[src/rtl/tec_pkg.sv]
// Shared types and constants for the text encoding codec.
// No dependencies; imported by every module of the codec.
`default_nettype none

package tec_pkg;

    localparam int VALUE_W = 31;

    typedef enum logic [1:0] {
        ENC_ASCII = 2'd0,
        ENC_UTF8  = 2'd1,
        ENC_UCS2  = 2'd2
    } t_enc_kind;

    typedef enum logic {
        DIR_DECODE = 1'b0,
        DIR_ENCODE = 1'b1
    } t_dir;

    // configuration register indexes
    localparam logic [1:0] CFG_IDX_KIND = 2'd0;
    localparam logic [1:0] CFG_IDX_DIR  = 2'd1;

    typedef enum logic [1:0] {
        JOB_PLAIN = 2'd0,   // one result, value as is
        JOB_UCS2  = 2'd1,   // two bytes, low first
        JOB_UTF8  = 2'd2    // two to six bytes of a UTF-8 sequence
    } t_job_kind;

    typedef struct packed {
        logic [VALUE_W-1:0] in_value;
        logic               end_of_source;
    } t_in_item;

    typedef struct packed {
        logic [VALUE_W-1:0] out_value;
        logic               out_last;
        logic               out_error;
    } t_out_item;

    typedef struct packed {
        t_job_kind          kind;
        logic [2:0]         count;   // number of results, 1..6
        logic [VALUE_W-1:0] value;
        logic               error;
    } t_job;

    typedef struct packed {
        logic empty;
        logic full;
    } t_fifo_status;

    function automatic logic [7:0] utf8_lead(input logic [2:0] n);
        logic [7:0] lead;
        unique case (n)
            3'd2:    lead = 8'hc0;
            3'd3:    lead = 8'he0;
            3'd4:    lead = 8'hf0;
            3'd5:    lead = 8'hf8;
            3'd6:    lead = 8'hfc;
            default: lead = 8'h00;
        endcase
        return lead;
    endfunction

    // 6 * m for m in 0..5
    function automatic logic [4:0] six_times(input logic [2:0] m);
        logic [4:0] s;
        unique case (m)
            3'd0:    s = 5'd0;
            3'd1:    s = 5'd6;
            3'd2:    s = 5'd12;
            3'd3:    s = 5'd18;
            3'd4:    s = 5'd24;
            3'd5:    s = 5'd30;
            default: s = 5'd0;
        endcase
        return s;
    endfunction

endpackage

`default_nettype wire

[src/rtl/tec_front.sv]
// Front end: accepts items, runs the decode state and classifies encode work.
// Depends on tec_pkg; emits at most one job per accepted request.
`default_nettype none

module tec_front (
    input  wire                i_clk,
    input  wire                i_rst_n,
    input  wire                i_accept,
    input  tec_pkg::t_in_item  i_item,
    input  tec_pkg::t_enc_kind i_kind,
    input  tec_pkg::t_dir      i_dir,
    output logic               o_job_valid,
    output tec_pkg::t_job      o_job
);
    import tec_pkg::*;

    logic [2:0]         r_remaining, n_remaining;
    logic [VALUE_W-1:0] r_partial,   n_partial;
    logic [7:0]         r_low,       n_low;
    logic               r_low_valid, n_low_valid;
    logic               w_has_job;
    logic [7:0]         w_byte;
    logic               w_eos;
    logic [VALUE_W-1:0] w_cp;

    assign w_byte = i_item.in_value[7:0];
    assign w_eos  = i_item.end_of_source;
    assign w_cp   = i_item.in_value;

    always_comb begin
        n_remaining = r_remaining;
        n_partial   = r_partial;
        n_low       = r_low;
        n_low_valid = r_low_valid;
        w_has_job   = 1'b0;
        o_job.kind  = JOB_PLAIN;
        o_job.count = 3'd1;
        o_job.value = '0;
        o_job.error = 1'b0;

        if (i_dir == DIR_DECODE) begin
            unique case (i_kind)
                ENC_UTF8: begin
                    if (w_eos) begin
                        if (r_remaining != 3'd0) begin
                            n_remaining = 3'd0;
                            n_partial   = '0;
                            w_has_job   = 1'b1;
                            o_job.error = 1'b1;
                        end
                    end else if (r_remaining != 3'd0) begin
                        n_partial   = {r_partial[VALUE_W-7:0], w_byte[5:0]};
                        n_remaining = r_remaining - 3'd1;
                        if (n_remaining == 3'd0) begin
                            w_has_job   = 1'b1;
                            o_job.value = n_partial;
                            n_partial   = '0;
                        end
                    end else begin
                        priority if (w_byte < 8'h80) begin
                            w_has_job   = 1'b1;
                            o_job.value = {23'd0, w_byte};
                        end else if (w_byte < 8'hc0 || w_byte >= 8'hfe) begin
                            // stray continuation or never-valid lead
                            w_has_job   = 1'b1;
                            o_job.value = {23'd0, w_byte};
                            o_job.error = 1'b1;
                        end else if (w_byte < 8'he0) begin
                            n_remaining = 3'd1;
                            n_partial   = {26'd0, w_byte[4:0]};
                        end else if (w_byte < 8'hf0) begin
                            n_remaining = 3'd2;
                            n_partial   = {27'd0, w_byte[3:0]};
                        end else if (w_byte < 8'hf8) begin
                            n_remaining = 3'd3;
                            n_partial   = {28'd0, w_byte[2:0]};
                        end else if (w_byte < 8'hfc) begin
                            n_remaining = 3'd4;
                            n_partial   = {29'd0, w_byte[1:0]};
                        end else begin
                            n_remaining = 3'd5;
                            n_partial   = {30'd0, w_byte[0]};
                        end
                    end
                end
                ENC_UCS2: begin
                    if (w_eos) begin
                        if (r_low_valid) begin
                            n_low_valid = 1'b0;
                            n_low       = '0;
                            w_has_job   = 1'b1;
                            o_job.error = 1'b1;
                        end
                    end else if (!r_low_valid) begin
                        n_low       = w_byte;
                        n_low_valid = 1'b1;
                    end else begin
                        w_has_job   = 1'b1;
                        o_job.value = {15'd0, w_byte, r_low};
                        n_low_valid = 1'b0;
                        n_low       = '0;
                    end
                end
                default: begin
                    // ASCII, and the unused kind code
                    if (!w_eos) begin
                        w_has_job   = 1'b1;
                        o_job.value = {23'd0, w_byte};
                    end
                end
            endcase
        end else if (!w_eos) begin
            w_has_job   = 1'b1;
            o_job.value = w_cp;
            unique case (i_kind)
                ENC_UTF8: begin
                    priority if (w_cp < 31'h80) begin
                        o_job.kind = JOB_PLAIN;
                    end else if (w_cp < 31'h800) begin
                        o_job.kind  = JOB_UTF8;
                        o_job.count = 3'd2;
                    end else if (w_cp < 31'h10000) begin
                        o_job.kind  = JOB_UTF8;
                        o_job.count = 3'd3;
                    end else if (w_cp < 31'h200000) begin
                        o_job.kind  = JOB_UTF8;
                        o_job.count = 3'd4;
                    end else if (w_cp < 31'h4000000) begin
                        o_job.kind  = JOB_UTF8;
                        o_job.count = 3'd5;
                    end else begin
                        o_job.kind  = JOB_UTF8;
                        o_job.count = 3'd6;
                    end
                end
                ENC_UCS2: begin
                    o_job.kind  = JOB_UCS2;
                    o_job.count = 3'd2;
                end
                default: begin
                    o_job.value = {23'd0, w_cp[7:0]};
                end
            endcase
        end
    end

    assign o_job_valid = i_accept && w_has_job;

    always_ff @(posedge i_clk) begin
        if (!i_rst_n) begin
            r_remaining <= '0;
            r_partial   <= '0;
            r_low       <= '0;
            r_low_valid <= 1'b0;
        end else if (i_accept) begin
            r_remaining <= n_remaining;
            r_partial   <= n_partial;
            r_low       <= n_low;
            r_low_valid <= n_low_valid;
        end
    end

endmodule

`default_nettype wire

[src/rtl/tec_job_fifo.sv]
// Short job queue between front and back end.
// Depends on tec_pkg; DEPTH must be a power of two, at least 2.
`default_nettype none

module tec_job_fifo #(
    parameter int DEPTH = 4
) (
    input  wire                   i_clk,
    input  wire                   i_rst_n,
    input  wire                   i_wr,
    input  tec_pkg::t_job         i_wr_job,
    input  wire                   i_rd,
    output tec_pkg::t_job         o_head,
    output tec_pkg::t_fifo_status o_status
);
    import tec_pkg::*;

    localparam int AW = $clog2(DEPTH);

    t_job          r_mem [DEPTH];
    logic [AW-1:0] r_wr_ptr;
    logic [AW-1:0] r_rd_ptr;
    logic [AW:0]   r_count;

    assign o_head          = r_mem[r_rd_ptr];
    assign o_status.empty  = (r_count == '0);
    assign o_status.full   = (r_count == (AW+1)'(DEPTH));

    always_ff @(posedge i_clk) begin
        if (i_wr) begin
            r_mem[r_wr_ptr] <= i_wr_job;
        end
    end

    always_ff @(posedge i_clk) begin
        if (!i_rst_n) begin
            r_wr_ptr <= '0;
            r_rd_ptr <= '0;
            r_count  <= '0;
        end else begin
            if (i_wr) begin
                r_wr_ptr <= r_wr_ptr + 1'b1;
            end
            if (i_rd) begin
                r_rd_ptr <= r_rd_ptr + 1'b1;
            end
            unique case ({i_wr, i_rd})
                2'b10:   r_count <= r_count + 1'b1;
                2'b01:   r_count <= r_count - 1'b1;
                default: r_count <= r_count;
            endcase
        end
    end

endmodule

`default_nettype wire

[src/rtl/tec_back.sv]
// Back end: expands each job into result bytes or one code point, one a cycle
// while popped; depends on tec_pkg, owns the result register at the output.
`default_nettype none

module tec_back (
    input  wire                i_clk,
    input  wire                i_rst_n,
    input  wire                i_job_avail,
    input  tec_pkg::t_job      i_job,
    output logic               o_job_done,
    input  wire                i_pop,
    output logic               o_out_valid,
    output tec_pkg::t_out_item o_out
);
    import tec_pkg::*;

    logic [2:0]         r_idx;
    logic               r_out_valid;
    t_out_item          r_out;
    logic               w_load;
    logic               w_last;
    logic [2:0]         w_left;
    logic [VALUE_W-1:0] w_shifted;
    t_out_item          n_out;

    assign w_load    = i_job_avail && (!r_out_valid || i_pop);
    assign w_last    = (r_idx == i_job.count - 3'd1);
    assign w_left    = i_job.count - 3'd1 - r_idx;
    assign w_shifted = i_job.value >> six_times(w_left);

    always_comb begin
        n_out.out_last  = w_last;
        n_out.out_error = i_job.error;
        unique case (i_job.kind)
            JOB_UTF8: begin
                if (r_idx == 3'd0) begin
                    n_out.out_value = {23'd0, utf8_lead(i_job.count) | w_shifted[7:0]};
                end else begin
                    n_out.out_value = {23'd0, 2'b10, w_shifted[5:0]};
                end
            end
            JOB_UCS2: begin
                n_out.out_value = (r_idx == 3'd0) ? {23'd0, i_job.value[7:0]}
                                                  : {23'd0, i_job.value[15:8]};
            end
            default: begin
                n_out.out_value = i_job.value;
            end
        endcase
    end

    assign o_job_done  = w_load && w_last;
    assign o_out_valid = r_out_valid;
    assign o_out       = r_out;

    always_ff @(posedge i_clk) begin
        if (w_load) begin
            r_out <= n_out;
        end
    end

    always_ff @(posedge i_clk) begin
        if (!i_rst_n) begin
            r_idx       <= '0;
            r_out_valid <= 1'b0;
        end else begin
            if (w_load) begin
                r_out_valid <= 1'b1;
                r_idx       <= w_last ? 3'd0 : r_idx + 3'd1;
            end else if (i_pop) begin
                r_out_valid <= 1'b0;
            end
        end
    end

endmodule

`default_nettype wire

[src/rtl/text_encoding_codec.sv]
// Text encoding codec: ASCII, 31-bit UTF-8 and UCS-2 LE, decode and encode.
// Path: each job is registered in the job queue, then in the result register.
// Throughput: one item per cycle while the job queue has room; a job yielding n
//   results holds the back end for one result register load per result, so a
//   wide UTF-8 encode yields up to six results and the job queue absorbs the burst.
// Reset: synchronous, active low; clears decode state, queue and result flag.
`default_nettype none

module text_encoding_codec #(
    parameter int QUEUE_DEPTH = 4   // job queue entries, power of two
) (
    input  wire                i_clk,
    input  wire                i_rst_n,
    // input queue side
    input  wire                push,
    output logic               full,
    input  tec_pkg::t_in_item  i_item,
    // result queue side
    output logic               empty,
    input  wire                pop,
    output tec_pkg::t_out_item o_result,
    // configuration writes
    input  wire                i_cfg_valid,
    output logic               o_cfg_ready,
    input  wire [1:0]          i_cfg_index,
    input  wire [1:0]          i_cfg_data
);
    import tec_pkg::*;

    t_enc_kind    r_kind;
    t_dir         r_dir;
    logic         w_accept;
    logic         w_job_push;
    t_job         w_job;
    t_job         w_head;
    t_fifo_status w_fifo_stat;
    logic         w_job_done;
    logic         w_out_valid;

    // Config writes are always taken; the user must issue them only while idle, the block does not enforce it.
    assign o_cfg_ready = 1'b1;

    always_ff @(posedge i_clk) begin
        if (!i_rst_n) begin
            r_kind <= ENC_UTF8;
            r_dir  <= DIR_DECODE;
        end else if (i_cfg_valid) begin
            if (i_cfg_index == CFG_IDX_KIND) begin
                r_kind <= t_enc_kind'(i_cfg_data);
            end else if (i_cfg_index == CFG_IDX_DIR) begin
                r_dir <= t_dir'(i_cfg_data[0]);
            end
        end
    end

    // A request is taken whenever the job queue has room, even when it
    // produces no job (lead bytes, first UCS-2 byte, idle end of source).
    assign full     = w_fifo_stat.full;
    assign w_accept = push && !full;

    tec_front u_front (
        .i_clk       (i_clk),
        .i_rst_n     (i_rst_n),
        .i_accept    (w_accept),
        .i_item      (i_item),
        .i_kind      (r_kind),
        .i_dir       (r_dir),
        .o_job_valid (w_job_push),
        .o_job       (w_job)
    );

    tec_job_fifo #(
        .DEPTH (QUEUE_DEPTH)
    ) u_fifo (
        .i_clk    (i_clk),
        .i_rst_n  (i_rst_n),
        .i_wr     (w_job_push),
        .i_wr_job (w_job),
        .i_rd     (w_job_done),
        .o_head   (w_head),
        .o_status (w_fifo_stat)
    );

    // Back end retires a job on its last result; a new result loads in the cycle
    // the waiting one is popped, so steady pops with jobs queued give one per cycle.
    // While a result waits unpopped, jobs back up in the queue.
    tec_back u_back (
        .i_clk       (i_clk),
        .i_rst_n     (i_rst_n),
        .i_job_avail (!w_fifo_stat.empty),
        .i_job       (w_head),
        .o_job_done  (w_job_done),
        .i_pop       (pop),
        .o_out_valid (w_out_valid),
        .o_out       (o_result)
    );

    assign empty = !w_out_valid;

    // Queue flags never both set.
    a_fifo_flags: assert property (@(posedge i_clk) disable iff (!i_rst_n)
        !(w_fifo_stat.full && w_fifo_stat.empty))
        else $error("job queue full and empty together");

    // Front only writes into a queue with room.
    a_no_overflow: assert property (@(posedge i_clk) disable iff (!i_rst_n)
        w_job_push |-> !w_fifo_stat.full)
        else $error("job written into full queue");

    // A job retires only when one is present.
    a_no_underflow: assert property (@(posedge i_clk) disable iff (!i_rst_n)
        w_job_done |-> !w_fifo_stat.empty)
        else $error("job retired from empty queue");

    // Errors are always single, final results.
    a_error_last: assert property (@(posedge i_clk) disable iff (!i_rst_n)
        (!empty && o_result.out_error) |-> o_result.out_last)
        else $error("error result without last flag");

endmodule

`default_nettype wire
[config.mk]
export PLATFORM = sky130hd
export DESIGN_NAME = text_encoding_codec
export DESIGN_NICKNAME = d
export VERILOG_FILES = /design/src/rtl/tec_pkg.sv /design/src/rtl/tec_front.sv /design/src/rtl/tec_job_fifo.sv /design/src/rtl/tec_back.sv /design/src/rtl/text_encoding_codec.sv
export SDC_FILE = /design/constraint.sdc
export NUM_CORES = 1
export LEC_CHECK = 0
export ABC_CLOCK_PERIOD_IN_PS = 9400
export BUFFER_PORTS_ARGS = -buffer_cell sky130_fd_sc_hd__buf_2
export CAP_MARGIN = 20
export CELL_PAD_IN_SITES_DETAIL_PLACEMENT = 1
export CELL_PAD_IN_SITES_GLOBAL_PLACEMENT = 1
export CORE_MARGIN = 2
export CORE_UTILIZATION = 40
export CTS_CLUSTER_DIAMETER = 150
export DETAILED_ROUTE_END_ITERATION = 10
export GPL_TIMING_DRIVEN = 0
export PLACE_DENSITY = 0.7
export RECOVER_POWER = 50
export SLEW_MARGIN = 15
export SYNTH_ARGS = -nofsm -noshare
export SYNTH_HDL_FRONTEND = slang
export SYNTH_SLANG_ARGS = --single-unit
export TNS_END_PERCENT = 5
[constraint.sdc]
create_clock -name i_clk -period 9.4 [get_ports i_clk]
set_input_delay 1.88 -clock i_clk [delete_from_list [all_inputs] [get_ports i_clk]]
set_output_delay 1.88 -clock i_clk [all_outputs]
set_load 0.02 [all_outputs]
==> run metrics <==
internal portion of total power 1869 uW; EDFF count, synth 181; total number of H-tree levels 1; Initial Utilization 0.4044; sequential element share of the synthesized area 0.5993; leakage dissipation 0.004320 uW; worst-case clock buffer depth 3; pin count of the biggest net entering global routing 37; Worst Path Required 9.84 ns; final worst path period share 0.6695; share of power burned in registers 0.463; async set-reset flop share out of synthesis 0; Post-DP HPWL about 21 mm; share of cells above drive strength 1 0.1443; Pre-Repair DR Iteration Count 7; die width around 170 um; Post-CTS Setup Repair Bufs 0; combinational family with the most area after synthesis compound AO/OA/AOI/OAI gates; worst hold path class reg2reg; arrival time at the worst endpoint 6.73 ns; Sinks on Clock Net around 230; Clk Tree Root Cell clkbuf_16; Gate Count Post-Synth 800; share of synthesized area spent on multiplexers 0.1014; sw power 695.8 uW; number of nets produced by synthesis between 800 and 900; maximum clock frequency 158.9 MHz; number of DRC markers in iteration 0 between 500 and 600; total power density per cell area a little over 200 nW/um2; via count of the first global-routing pass about 7400; area inside the core boundary approximately 27000 um2; number of port buffers about 70; reg-to-reg setup timing slack a little over 3 ns; post-synth design cell area 10840 um2; post-synth top area share 0.5014; total placed instance area roughly 12000 um2; average cell area after synthesis approximately 14 um2; Hold Fails Final Rpt 0; type of origin of the critical path flip-flop; hold path startpoint u_front.r_remaining[1]$_SDFFE_PN0P_; first-pass GRT wire length ~43 mm; area added between synthesis and finish 14.50%; total power draw approximately 2600 uW; Rows 60; worst vdd ir 118.4 uV; Slew @ Worst Pin around 1.3 ns; # hold bufs at CTS 0; adder and majority gate portion of the synthesized area 0.02793; worst-path maximum fanout 10; crit path kind reg2reg; RePlAce Congestion approximately 0.90; number of storage elements in the synthesis netlist about 230; switching share of total power 0.2713; Resized cells post-CTS 0; final critical-path required period around 6.3 ns; result of the run complete, no violations; most common cell in the synthesized netlist edfxtp_1; total routed wirelength approximately 28 mm; Nets slightly below 1000; simple-gate share of the synthesized area 0.1071; count of antenna-violating nets left after detailed routing 0; DIE AREA 28430 um2; synthesized-area fraction occupied by xor and xnor cells 0.008311; Clk pwr share 0.365; I/O Pins 77; final standard cell area without fillers approximately 12000 um2; total instance count after detailed placement 1217; Finish-stage setup viols 0; number of distinct library cell variants in the gate-level netlist after synthesis a little under 70; synthesized-area fraction occupied by ao, oa, aoi and oai cells 0.1203; number of vias per cell roughly 5.6; aggregate global-route resource usage 0.1993; DRC 0; number of max-slew violations in the final report 0; clock-pin slew on the worst setup and hold paths roughly 0.06 ns; setup_tns 0 ns; most instantiated cells after synthesis edfxtp_1 (181), nand2_1 (56), dfxtp_1 (53); average routed wire per standard cell between 20 and 25 um; setup repair after global routing missed its margin no; clock tree from TritonCTS built; insertion delay of the later-clocked pin in the worst-skew pair between 0.5 and 0.6 ns; critical path endpoint category flip-flop; leading post-synthesis cells by cell area edfxtp_1 (50%), dfxtp_1 (9.8%), mux4_2 (7.7%); number of antenna repair diodes 0; worst setup skew after layout about 0.0091 ns; # fillers between 2000 and 3000; antenna violations before repair 0; final standard cell count with taps included and fillers excluded roughly 1300; Synth area leader edfxtp_1; number of warnings printed during yosys synthesis 0; Combinational Power Share 0.171; Congestion Overflow GR 0; Most used DFF post-synth edfxtp_1; number of clock buffers inserted by TritonCTS 25; max_slew headroom 0.1239; number of vias in the routed layout 7121; DIE HEIGHT approximately 170 um; max-capacitance violation count 0
flip-flops by register name (all words and copies together) (netlist names), named ones only:
name and count:
u_fifo.r_mem 148, r_dir 1, u_front.r_low 8, u_back.o_out 33
u_fifo.r_count 3, u_back.r_idx 3, u_fifo.r_rd_ptr 2, u_fifo.r_wr_ptr 2
u_front.r_remaining 3, r_kind 2, u_back.o_out_valid 1, u_front.r_low_valid 1
u_front.r_partial 25
cell families (layout without fill, tap and decap cells):
kind of cell / after synthesis / count (layout)
buffers and inverters: 88 / 210
AND/OR/NAND/NOR: 217 / 217
XOR/XNOR: 7 / 7
adder cells (fa/ha/maj): 23 / 23
AO/OA/AOI/OAI: 177 / 177
other: 1 / 1
multiplexers: 53 / 53
flip-flops: 234 / 234
power groups by stage:
stage / combinational, uW / clock (uW) / sequential, uW
after floorplan: 273 / 0 / 1240
after global placement: 439 / 0 / 1210
after detailed placement: 449 / 0 / 1210
after CTS: 451 / 953 / 1190
after global routing: 482 / 987 / 1190
final: 439 / 937 / 1190
path summary, 6_finish.rpt:
path                                                       endpoint  depth (start not counted)
worst min register to register  u_front.r_remaining[1]$_SDFFE_PN0P_                          2
worst min-delay path            u_front.r_remaining[1]$_SDFFE_PN0P_                          2
worst max-delay path                 u_fifo.r_count[2]$_SDFFE_PN0P_                         18
worst max register to register       u_fifo.r_count[2]$_SDFFE_PN0P_                         18
routing by layer:
layer,GRT usage,routed length [um]
met2,0.3283,13310
met1,0.2707,12610
met5,0,0
met3,0.02689,1199
met4,0.07534,1113
per-stage QoR:
| step | util | hold WS [ns] | setup WS [ns] |
|---|---|---|---|
| floorplan | - | 0.4435 | 4.908 |
| global placement | 0.4338 | 0.4576 | 3.595 |
| detailed placement | 0.4370 | 0.4674 | 4.489 |
| CTS | 0.4658 | 0.4760 | 4.746 |
| global route | 0.4631 | 0.5106 | 2.443 |
| finish | 0.4631 | 0.4711 | 3.106 |
cell type report:
type / count / area, um2 / area share
buffer: 53 / 225.2 / 0.01815
clock buffer: 35 / 703.2 / 0.05666
clock inverter: 10 / 70.07 / 0.005646
inverter: 35 / 131.4 / 0.01059
multi-input combinational: 478 / 3959 / 0.3190
sequential: 234 / 6496 / 0.5234
tap: 341 / 426.7 / 0.03438
timing repair buffer: 77 / 399.1 / 0.03216
critical path, stage by stage, from the launching register on:
cell and delay, ns:
dfxtp_1 0.39, buf_6 0.21, clkbuf_1 0.69, clkbuf_1 0.74
clkbuf_1 0.84, mux4_2 0.69, inv_1 0.11, ha_1 0.18
ha_1 0.28, xnor2_1 0.14, and3_1 0.17, clkbuf_1 0.24
and2_1 0.23, ha_1 0.20, inv_1 0.06, fa_1 0.37
xor2_1 0.16, or3_1 0.31, a21boi_0 0.17
layout by cell type (no fill, tap or decap), drive strengths merged, types with 7 or more instances in the layout:
master / instances
nand3: 24
buf: 54
a22o: 21
mux2i: 7
a22oi: 24
a222oi: 8
ha: 21
nor4: 7
clkbuf: 111
a211oi: 9
and2: 40
nor2b: 29
nor2: 16
a21oi: 30
o211ai: 7
dfxtp: 53
nor3: 12
a21boi: 23
mux4: 43
edfxtp: 181
nand2: 56
clkinv: 8
inv: 35
o21ai: 16
Note: power is estimated with default switching activity, not from simulation.
